**src/design/c3s_pkg.sv**
```systemverilog
// c3s_pkg: widths, payload types and saturation constants for the 3x3 solver
// no dependencies; imported by every module of the block
package c3s_pkg;

	// input coefficient width, signed fixed point; the fraction scale cancels in the ratios
	localparam int COEF_WIDTH = 16;
	// matrix entry: coefficient widened by one bit so a negated constant is exact
	localparam int EW = COEF_WIDTH + 1;
	// 2x2 product, 2x2 minor, first column term, full determinant
	localparam int PW = 2 * EW;
	localparam int MW = PW + 1;
	localparam int TW = EW + MW;
	localparam int DW = TW + 2;

	// result format: signed Q16.16
	localparam int QW = 32;
	localparam int OUT_FRAC = 16;
	localparam int IPW = QW - OUT_FRAC;

	// queue between determinant front and divider back, power of two
	localparam int QDEPTH = 4;
	localparam int QAW = $clog2(QDEPTH);

	localparam logic [QW-1:0] SAT_POS = {1'b0, {(QW-1){1'b1}}};
	localparam logic [QW-1:0] SAT_NEG = {1'b1, {(QW-1){1'b0}}};

	typedef logic signed [COEF_WIDTH-1:0] coef_t;
	typedef logic signed [QW-1:0] val_t;
	typedef logic signed [DW-1:0] det_t;

	typedef struct packed {
		coef_t x_coef_eq1;
		coef_t x_coef_eq2;
		coef_t x_coef_eq3;
		coef_t y_coef_eq1;
		coef_t y_coef_eq2;
		coef_t y_coef_eq3;
		coef_t z_coef_eq1;
		coef_t z_coef_eq2;
		coef_t z_coef_eq3;
		coef_t const_eq1;
		coef_t const_eq2;
		coef_t const_eq3;
	} in_item_t;

	typedef struct packed {
		val_t x_value;
		val_t y_value;
		val_t z_value;
		logic singular;
	} out_item_t;

	// main determinant and the three numerators
	typedef struct packed {
		det_t dmain;
		det_t dx;
		det_t dy;
		det_t dz;
	} dets_t;

	// handshake between queue and back end
	typedef struct packed {
		logic avail;
		logic can_push;
	} q_stat_t;

endpackage

```
**src/design/c3s_queue.sv**
```systemverilog
// c3s_queue: small fifo of determinant sets between front and back
// depends on c3s_pkg
module c3s_queue (
	input  logic              clk,
	input  logic              arst_n,
	input  logic              push,
	input  c3s_pkg::dets_t    push_data,
	input  logic              pop,
	output c3s_pkg::q_stat_t  stat,
	output c3s_pkg::dets_t    head
);
	import c3s_pkg::*;

	dets_t mem_q [QDEPTH];
	logic [QAW-1:0] wr_ptr_q, rd_ptr_q;
	logic [QAW:0] cnt_q;

	// pointers and fill count
	always_ff @(posedge clk or negedge arst_n) begin
		if (!arst_n) begin
			wr_ptr_q <= '0;
			rd_ptr_q <= '0;
			cnt_q    <= '0;
		end else begin
			if (push) wr_ptr_q <= wr_ptr_q + 1'b1;
			if (pop) rd_ptr_q <= rd_ptr_q + 1'b1;
			if (push && !pop) cnt_q <= cnt_q + 1'b1;
			else if (pop && !push) cnt_q <= cnt_q - 1'b1;
		end
	end

	// storage
	always_ff @(posedge clk) begin
		if (push) mem_q[wr_ptr_q] <= push_data;
	end

	assign head          = mem_q[rd_ptr_q];
	assign stat.avail    = (cnt_q != '0);
	assign stat.can_push = (cnt_q != (QAW+1)'(QDEPTH)) || pop;

endmodule

```
**config.mk**
```make
export PLATFORM = sky130hd
export DESIGN_NAME = c3s_queue
export DESIGN_NICKNAME = d
export VERILOG_FILES = /design/src/design/c3s_pkg.sv /design/src/design/c3s_queue.sv
export SDC_FILE = /design/constraint.sdc
export NUM_CORES = 1
export LEC_CHECK = 0
export CAP_MARGIN = 40
export CELL_PAD_IN_SITES_DETAIL_PLACEMENT = 0
export CELL_PAD_IN_SITES_GLOBAL_PLACEMENT = 1
export CORE_AREA = 2 2 216 377
export CTS_BUF_LIST = sky130_fd_sc_hd__clkbuf_8 sky130_fd_sc_hd__clkbuf_16
export CTS_CLUSTER_DIAMETER = 120
export CTS_CLUSTER_SIZE = 10
export DETAILED_ROUTE_END_ITERATION = 8
export DIE_AREA = 0 0 218 379
export DONT_BUFFER_PORTS = 1
export GPL_TIMING_DRIVEN = 0
export PLACE_DENSITY = 0.55
export SYNTH_ARGS = -nofsm -noshare
export SYNTH_HDL_FRONTEND = slang
export SYNTH_SLANG_ARGS = --single-unit
export TNS_END_PERCENT = 50
```
**constraint.sdc**
```tcl
create_clock -name clk -period 9.1 [get_ports clk]
set_clock_uncertainty 0.15 [all_clocks]
set_input_delay 0.455 -clock clk [delete_from_list [all_inputs] [get_ports clk]]
set_output_delay 0.455 -clock clk [all_outputs]
set_load 0.01 [all_outputs]
```
[Yosys cells after proc, flatten, opt, wreduce, memory -nomap -nowiden]
Memories as Yosys holds them, arrays and structs flattened.
Index checks and enable logic that the tools add are counted.
Word-level totals
  memories kept: 1
  bits of input ports: 220
  bits in writable memories: 864
  flip-flop bits (word level): 7
  output and inout bits: 218
  logic and storage cells: 20
Cells by class
  mux-type cells: 4
  reductions and logical operators: 7
  eq/ne operators: 1
  $add $sub $neg: 4
Memories
  mem_q: words 4, bits a word 216, read ports 1, clocked after memory_dff 0, wr ports 1, line c3s_queue.sv:14  | dets_t mem_q [QDEPTH];
Operators by type and width (number)
  $mux 3: 2
  $add 2x1->2 const B: 2
  $add 3x1->3 const B: 1
  $ne 3x3->1 const B: 1
  $reduce_bool 3->1: 1
  $sub 3x1->3 const B: 1
  $logic_and 1x1->1: 2
  $logic_not 1->1: 2
  $mux 1: 2
  $reduce_bool 2->1: 1
  $logic_or 1x1->1: 1

[Logic depth before layout (Yosys ltp)]
Gate-level depths: netlist of the first run.
  word-level depth: 4
  mapped depth: 7
  depth with buffers taken out: 7

[Least setup slack after synthesis of the first run]
OpenSTA, ideal clock, no wires.
  kind: reg-to-reg
  start: reg wr_ptr_q[0]
  end: mem mem_q[2][0] (netlist name) (enable)
  path slack: 2.824 ns
  clock period less this slack: 6.276 ns
  required time: 8.347 ns
  cell stages (with the launch flop): 4
  buffers on the path: 0
  data arrival time: 5.522 ns
  library setup time: 0.603 ns
  cells stage by stage: dfrtp_1 > inv_1 > ha_1 > and2_1
RTL lines
  start, declared: line c3s_queue.sv:15  | logic [QAW-1:0] wr_ptr_q, rd_ptr_q;
  start signal, assigned: line c3s_queue.sv:25  | if (push) wr_ptr_q <= wr_ptr_q + 1'b1;
  end, declared: line c3s_queue.sv:14
No word-level cell before the write port.

==> metrics.md, run 1 <==
| Metric | Value |
|---|---|
| CTS Buf Count | `97` |
| Avg WL per Cell | `26.0 um` |
| Hold Crit Class | `in -> reg` |
| Post-synth top area cell | `edfxtp_1` |
| DP Worst Slack | `6.27 ns` |
| Total GRT Usage | `16.3%` |
| Multi-input gate area | `5080 sq um` |
| Worst Tran Pin Value | `0.762 ns` |
| Clock buffer depth | `3` |
| Layout net count | `1724` |
| DRT Pass-1 Iters | `5` |
| Multiplexer share of the synthesized area | `15.5%` |
| Post-CTS setup buffers | `0` |
| Critical Path AT | `2.62 ns` |
| Setup CP Type | `reg -> out` |
| Sw Ratio | `29.8%` |
| First-pass GRT wire length | `98100 um` |
| YS warnings | `0` |
| Final WS setup | `5.88 ns` |
| NetSw | `3.57 mW` |
| Final setup fails | `0` |
| Clk slew on worst S/H paths | `0.05 ns` |
| PortBufs | `0` |
| Internal power | `8.42 mW` |
| F_max | `310 MHz` |
| Num rows | `137` |
| Worst reg2reg path depth | `6` |
| DR vias/cell | `5.22` |
| Root Driver | `clkbuf_16` |
| Hold Crit Depth | `1` |
| Adder-Cell Fraction of Synth Area | `0.262%` |
| Fin. Hold Viols | `0` |
| Ranking of synthesized cells by area | `edfxtp_1 (82%), mux4_2 (15%), dfrtp_1 (0.56%), buf_2 (0.43%), buf_4 (0.24%)` |
| Crit-path slowest cell | `mux4_2` |
| Post-DP HPWL | `41800 um` |
| VDD IR max | `0.208 mV` |
| IO Pins | `438` |
| Critical Path End Type | `output pin` |
| Antenna violations before repair | `8` |
| Most used cell, CP | `buf_2` |
| Final Cycle Share | `35.4%` |
| Crit path depth | `4` |
| Die X | `218 um` |
| Share of the synthesized area in the top cell type | `82.4%` |
| Seq/Total Area, Yosys | `83.0%` |
| CP required | `8.50 ns` |
| DR iter-0 viols | `770` |
| Min Tclk post-route | `3.22 ns` |
| Later-pin clock latency in the skew report | `0.67 ns` |
| Largest stage delay, worst path | `0.47 ns` |
| Drt total wl | `66600 um` |
| Synth unique cells | `20` |
| CTS H-Tree Depth | `3` |
| Comb power frac | `27.4%` |
| Post-Syn Instances | `1163` |
| Syn_nets | `1389` |
| Post-DRT Antenna Nets | `0` |
| GPL Wtd Cong | `0.709` |
| Xor/xnor share of the synthesized area | `0.167%` |
| Starting Density | `39.6%` |
| Fraction of layout cells with a size suffix above 1 | `25.2%` |
| Final Power | `12.0 mW` |
| Post-Synth Simple-Gate Area | `0.163%` |
| Largest net degree at the start of global routing | `51` |
| Yosys reg bits | `871` |
| Worst path top cell family by delay | `buffers and inverters` |
| Register share of total power | `44.8%` |
| Status | `complete, no violations` |
| Crit path cell chain | `buf_2 -> buf_2 -> buf_2 -> mux4_2` |
| Clock sink total | `871` |
| Syn Area/Cell | `27.1 sq um` |
| Compound-Gate Fraction of Synth Area | `0.0159%` |
| Inst Count DP | `2221` |
| Gr ovfl total | `0` |
| Register area | `26100 sq um` |
| Total negative slack | `0 ns` |
| Syn Std Cell Area | `31500 sq um` |
| Vias | `13366` |
| Fill count | `6542` |
| Total of max-cap violations | `0` |
| Unrepaired setup endpoints after global routing | `false` |
| Core Box Area | `79500 sq um` |
| DRC errors left | `0` |
| Chip Height | `379 um` |
| Main combinational cell family by area after synthesis | `multiplexers` |
| DIE AREA | `82600 sq um` |
| CP Buf/Inv Count | `3` |
| Clock network fraction of total power | `27.7%` |
| Syn-to-layout area delta | `20.9%` |
| Worst Path Max Fanout | `10` |
| Critical Path Source Type | `register` |
| Vias in the first global route | `14826` |
| Layout Cells excl Fill | `2561` |
| P_leak | `12.1 nW` |
| Max Transition Viols Final | `0` |
| Worst slew margin | `49.2%` |
| Pwr dens | `315 nW/um^2` |
| TritonCTS clock tree | `done` |
## metal layers
layer / track usage (%) / wire, um / up-vias
li1: - / - / 5677
met1: 19.7 / 25500 / 7097
met2: 26.9 / 33400 / 486
met3: 5.64 / 6010 / 98
met4: 6.56 / 1640 / 8
met5: 0 / 55 / -
## per-stage QoR
stage / instance area (sq um) / hold WS (ns) / utilization (%)
global route: 38000 / 0.216 / 47.8
floorplan: 31500 / 0.00941 / -
CTS: 38000 / 0.180 / 47.8
finish: 38100 / 0.217 / 47.8
detailed placement: 33200 / 0.0100 / 41.8
global placement: 32800 / 0.0100 / 41.2
## path summary, 6_finish.rpt
path                                           end                    start  slack, ns
max                                       head[80]  rd_ptr_q[1]$_DFFE_PN0P_       5.88
min                         mem_q[3][81]$_DFFE_PP_                     push       0.22
max reg2reg                 mem_q[0][36]$_DFFE_PP_  wr_ptr_q[0]$_DFFE_PN0P_       6.38
min reg2reg                   cnt_q[2]$_DFFE_PN0P_     cnt_q[2]$_DFFE_PN0P_       0.34
max in group asynchronous     cnt_q[0]$_DFFE_PN0P_                   arst_n       7.99
min in group asynchronous  rd_ptr_q[0]$_DFFE_PN0P_                   arst_n       0.54
## power groups by stage
stage | logic [mW] | registers, mW | clock network (mW)
after floorplan | 2.25 | 5.60 | 0
after global placement | 3.20 | 5.80 | 0
after detailed placement | 3.32 | 5.47 | 0
after CTS | 3.45 | 5.38 | 3.45
after global routing | 3.57 | 5.43 | 3.57
final | 3.29 | 5.37 | 3.33
## worst reg2reg max path, stage by stage, from the launching register on
cell	delay, ns
dfrtp_1	0.42
inv_1	0.10
ha_1	0.15
and2_4	0.55
buf_16	0.35
buf_16	0.33
buf_16	0.29
## final cells by class
| type | count | share of cell area [%] |
|---|---|---|
| plain buffers | 48 | 0.720 |
| multi-input cells | 240 | 13.3 |
| clock buffers | 97 | 6.38 |
| well taps | 1042 | 3.43 |
| repair buffers | 236 | 6.94 |
| inverters | 4 | 0.0395 |
| diodes | 6 | 0.0395 |
| flip-flops and latches | 871 | 68.6 |
| clock inverters | 17 | 0.460 |
## layout by cell type, fill, tap and decap left out, types with 2 or more instances in the layout
master,count
buf_4,10
buf_1,4
nand2_1,2
xor2_1,4
dlygate4sd3_1,220
clkbuf_1,4
buf_16,16
diode_2,6
xnor2_1,2
ha_1,5
and2_4,4
buf_2,27
edfxtp_1,864
dfrtp_1,7
mux4_2,216
clkinv_16,3
inv_1,13
inv_6,4
nor2_1,2
buf_6,3
clkbuf_16,97
## synthesized netlist by cell type (all sizes together)
cell type / instances
and2: 4
xor2: 4
mux2: 1
clkbuf: 4
edfxtp: 864
or3: 1
dfrtp: 7
xnor2: 2
ha: 5
inv: 4
nand3: 1
nand2: 2
nor2: 2
o21ai: 1
mux4: 216
buf: 44
fa: 1
## cells by family after synthesis
group                      Yosys count
AOI/OAI and AO/OA                    1
buffers and inverters               52
and+or+nand+nor                     10
DFF                                871
xor gates and xnor gates             6
muxes                              217
adders and majority gates            6
## flip-flops by register name, indices dropped and copies added, names as in the netlist
name,cells
cnt_q,3
mem_q,864
rd_ptr_q,2
wr_ptr_q,2
## what timing repair did
item,in CTS,in global routing
endpoints found under the hold margin,877,0
hold buffers,220,0
endpoints found under the setup margin,0,0
gates resized for setup,0,0
Power figures use the tool's default switching activity.
==> inputs of run 2 (changes only) <==
--- a/config.mk
+++ b/config.mk
@@ -16,7 +16,7 @@
 export DIE_AREA = 0 0 218 379
 export DONT_BUFFER_PORTS = 1
 export GPL_TIMING_DRIVEN = 0
-export PLACE_DENSITY = 0.55
+export PLACE_DENSITY = 0.57
 export SYNTH_ARGS = -nofsm -noshare
 export SYNTH_HDL_FRONTEND = slang
 export SYNTH_SLANG_ARGS = --single-unit
==> constraint.sdc (replaced) <==
create_clock -name clk -period 2.6 [get_ports clk]
set_clock_uncertainty 0.15 [all_clocks]
set_input_delay 0.13 -clock clk [delete_from_list [all_inputs] [get_ports clk]]
set_output_delay 0.13 -clock clk [all_outputs]
set_load 0.01 [all_outputs]
==> run 2 against run 1 <==
Global-route usage rose by 0.38 points. Worst setup slack got worse by 5.8 ns. Non-clock buffer count rose by 141. Cell count rose by 6.0%. Sequential share of layout area fell by 2.9 points. Total power rose to 3.6 times the previous value. Combinational power rose to 3.7 times the previous value. Critical path depth fell by 1. Via count rose by 4.5%. Critical path type unchanged.
==> metrics.md, run 2 (synthesis gave the netlist of run 1 again) <==
| Metric | Value |
|---|---|
| Status | `complete, no violations` |
| Clock sink total | `871` |
| Critical Path AT | `2.22 ns` |
| F_max | `401 MHz` |
| Chip Height | `379 um` |
| GPL Wtd Cong | `0.715` |
| CTS Buf Count | `97` |
| DR iter-0 viols | `742` |
| Clock network fraction of total power | `27.5%` |
| Setup CP Type | `reg -> out` |
| Comb power frac | `28.5%` |
| Total negative slack | `0 ns` |
| Crit path launch | `rd_ptr_q[0]$_DFFE_PN0P_` |
| Max Transition Viols Final | `0` |
| DRC errors left | `0` |
| Reg2Reg Setup Slack | `0.14 ns` |
| TritonCTS clock tree | `done` |
| Commonest non-fill, non-tap cell in the layout | `edfxtp_1` |
| Post-DRT Antenna Nets | `0` |
| Worst Tran Pin Value | `0.746 ns` |
| Area after DPL | `33300 sq um` |
| Gr ovfl total | `0` |
| Clk slew on worst S/H paths | `0.05 ns` |
| Critical Path Source Type | `register` |
| Drt total wl | `68100 um` |
| DRT Pass-1 Iters | `4` |
| Avg WL per Cell | `25.1 um` |
| Die X | `218 um` |
| IO Pins | `438` |
| Sw Ratio | `29.5%` |
| Final instance area | `39700 sq um` |
| Layout net count | `1868` |
| Antenna violations before repair | `12` |
| Root Driver | `clkbuf_16` |
| Max reg flops | `864` |
| Worst reg2reg path depth | `6` |
| Hold Crit Class | `in -> reg` |
| NetSw | `12.6 mW` |
| Later-pin clock latency in the skew report | `0.66 ns` |
| Min Tclk post-route | `2.50 ns` |
| Worst slew margin | `50.3%` |
| Internal power | `30.1 mW` |
| Unrepaired setup endpoints after global routing | `true` |
| DR vias/cell | `5.14` |
| Worst Path Max Fanout | `10` |
| Final setup fails | `0` |
| Clock buffer depth | `3` |
| Most frequent cells in the layout | `edfxtp_1 (864), dlygate4sd3_1 (354), mux4_2 (216)` |
| VDD IR max | `0.717 mV` |
| Post-DP HPWL | `42200 um` |
| First-pass GRT wire length | `100000 um` |
| Critical Path End Type | `output pin` |
| Largest regs | `mem_q x864, cnt_q x3` |
| R2r endpoint | `mem_q[2][154]$_DFFE_PP_` |
| DIE AREA | `82600 sq um` |
| Vias in the first global route | `15539` |
| Total GRT Usage | `16.7%` |
| Critical R2R Launch | `wr_ptr_q[0]$_DFFE_PN0P_` |
| PortBufs | `0` |
| Pwr dens | `1080 nW/um^2` |
| Largest reg by FF count | `mem_q` |
| Fin. Hold Viols | `0` |
| CP required | `2.32 ns` |
| Starting Density | `39.6%` |
| Fraction of layout cells with a size suffix above 1 | `24.1%` |
| Syn-to-layout area delta | `26.2%` |
| Final Cycle Share | `96.0%` |
| Core Box Area | `79500 sq um` |
| CTS H-Tree Depth | `3` |
| Setup crit end | `head[160]` |
| Register share of total power | `44.0%` |
| Num rows | `137` |
| Total of max-cap violations | `0` |
| Largest net degree at the start of global routing | `49` |
| P_leak | `12.9 nW` |
| Vias | `13963` |
-- run 2: power by group through the flow --
stage / sequential [mW] / clock [mW] / combinational (mW)
after global routing: 19.0 / 12.6 / 13.1
after CTS: 18.8 / 12.1 / 12.6
after floorplan: 19.1 / 0 / 7.88
after detailed placement: 19.1 / 0 / 11.6
final: 18.8 / 11.7 / 12.2
after global placement: 19.3 / 0 / 11.1
-- run 2: how the worst min path moves through the flow --
| stage | start | depth (start not counted) | slack (ns) | to |
|---|---|---|---|---|
| 6_report | push_data[108] | 1 | 0.05 | mem_q[0][108]$_DFFE_PP_ |
| 3_3_place_gp | arst_n | 0 | -0.31 | rd_ptr_q[1]$_DFFE_PN0P_ |
| 3_5_place_dp | arst_n | 0 | -0.31 | rd_ptr_q[1]$_DFFE_PN0P_ |
| 4_1_cts | push_data[135] | 1 | 0.0001 | mem_q[2][135]$_DFFE_PP_ |
| 5_1_grt | push_data[29] | 1 | 0.01 | mem_q[2][29]$_DFFE_PP_ |
| 2_1_floorplan | arst_n | 0 | -0.32 | cnt_q[0]$_DFFE_PN0P_ |
-- run 2: layout make-up --
cell class / instances / area (sq um)
inverters: 4 / 15.0
well taps: 1042 / 1300
fillers: 6336 / 39800
plain buffers: 48 / 439
clock inverters: 24 / 148
flip-flops and latches: 871 / 26100
multi-input cells: 243 / 5100
clock buffers: 100 / 2500
repair buffers: 377 / 4080
diodes: 6 / 15.0
-- run 2: metrics by stage --
step | power, mW | std cells | setup WS [ns] | util [%] | hold slack (ns)
after floorplan | 27.0 | 1163 | -0.123 | - | -0.316
after global placement | 30.4 | 2205 | -1.52 | 41.2 | -0.315
after detailed placement | 30.7 | 2225 | -0.123 | 41.9 | -0.315
after CTS | 43.5 | 2706 | -0.0641 | 49.9 | 0.000133
after global routing | 44.7 | 2714 | -0.0178 | 49.9 | 0.0105
final | 42.7 | 2715 | 0.103 | 49.9 | 0.0497
-- run 2: timing repair --
| item | 4_1_cts | 5_1_grt |
|---|---|---|
| setup endpoints to repair | 330 | 127 |
| pin swaps | 2 | 0 |
| endpoints found under the hold margin | 1039 | 0 |
| cloned | 2 | 1 |
| resized for setup | 52 | 7 |
| hold buffers | 354 | 0 |
| setup buffers | 1 | 2 |
-- run 2: critical path, cell delays in order (launching register included) --
cell     delay (ns)
dfrtp_1        0.40
buf_6          0.28
buf_6          0.23
mux4_2         0.62
-- run 2: layer usage --
metal / wire, um / global-route usage [%] / vias to the layer above
met5: 41 / 0 / -
met4: 2110 / 7.32 / 6
met3: 5910 / 5.59 / 111
met2: 33900 / 27.7 / 487
met1: 26100 / 19.8 / 7371
li1: - / - / 5988
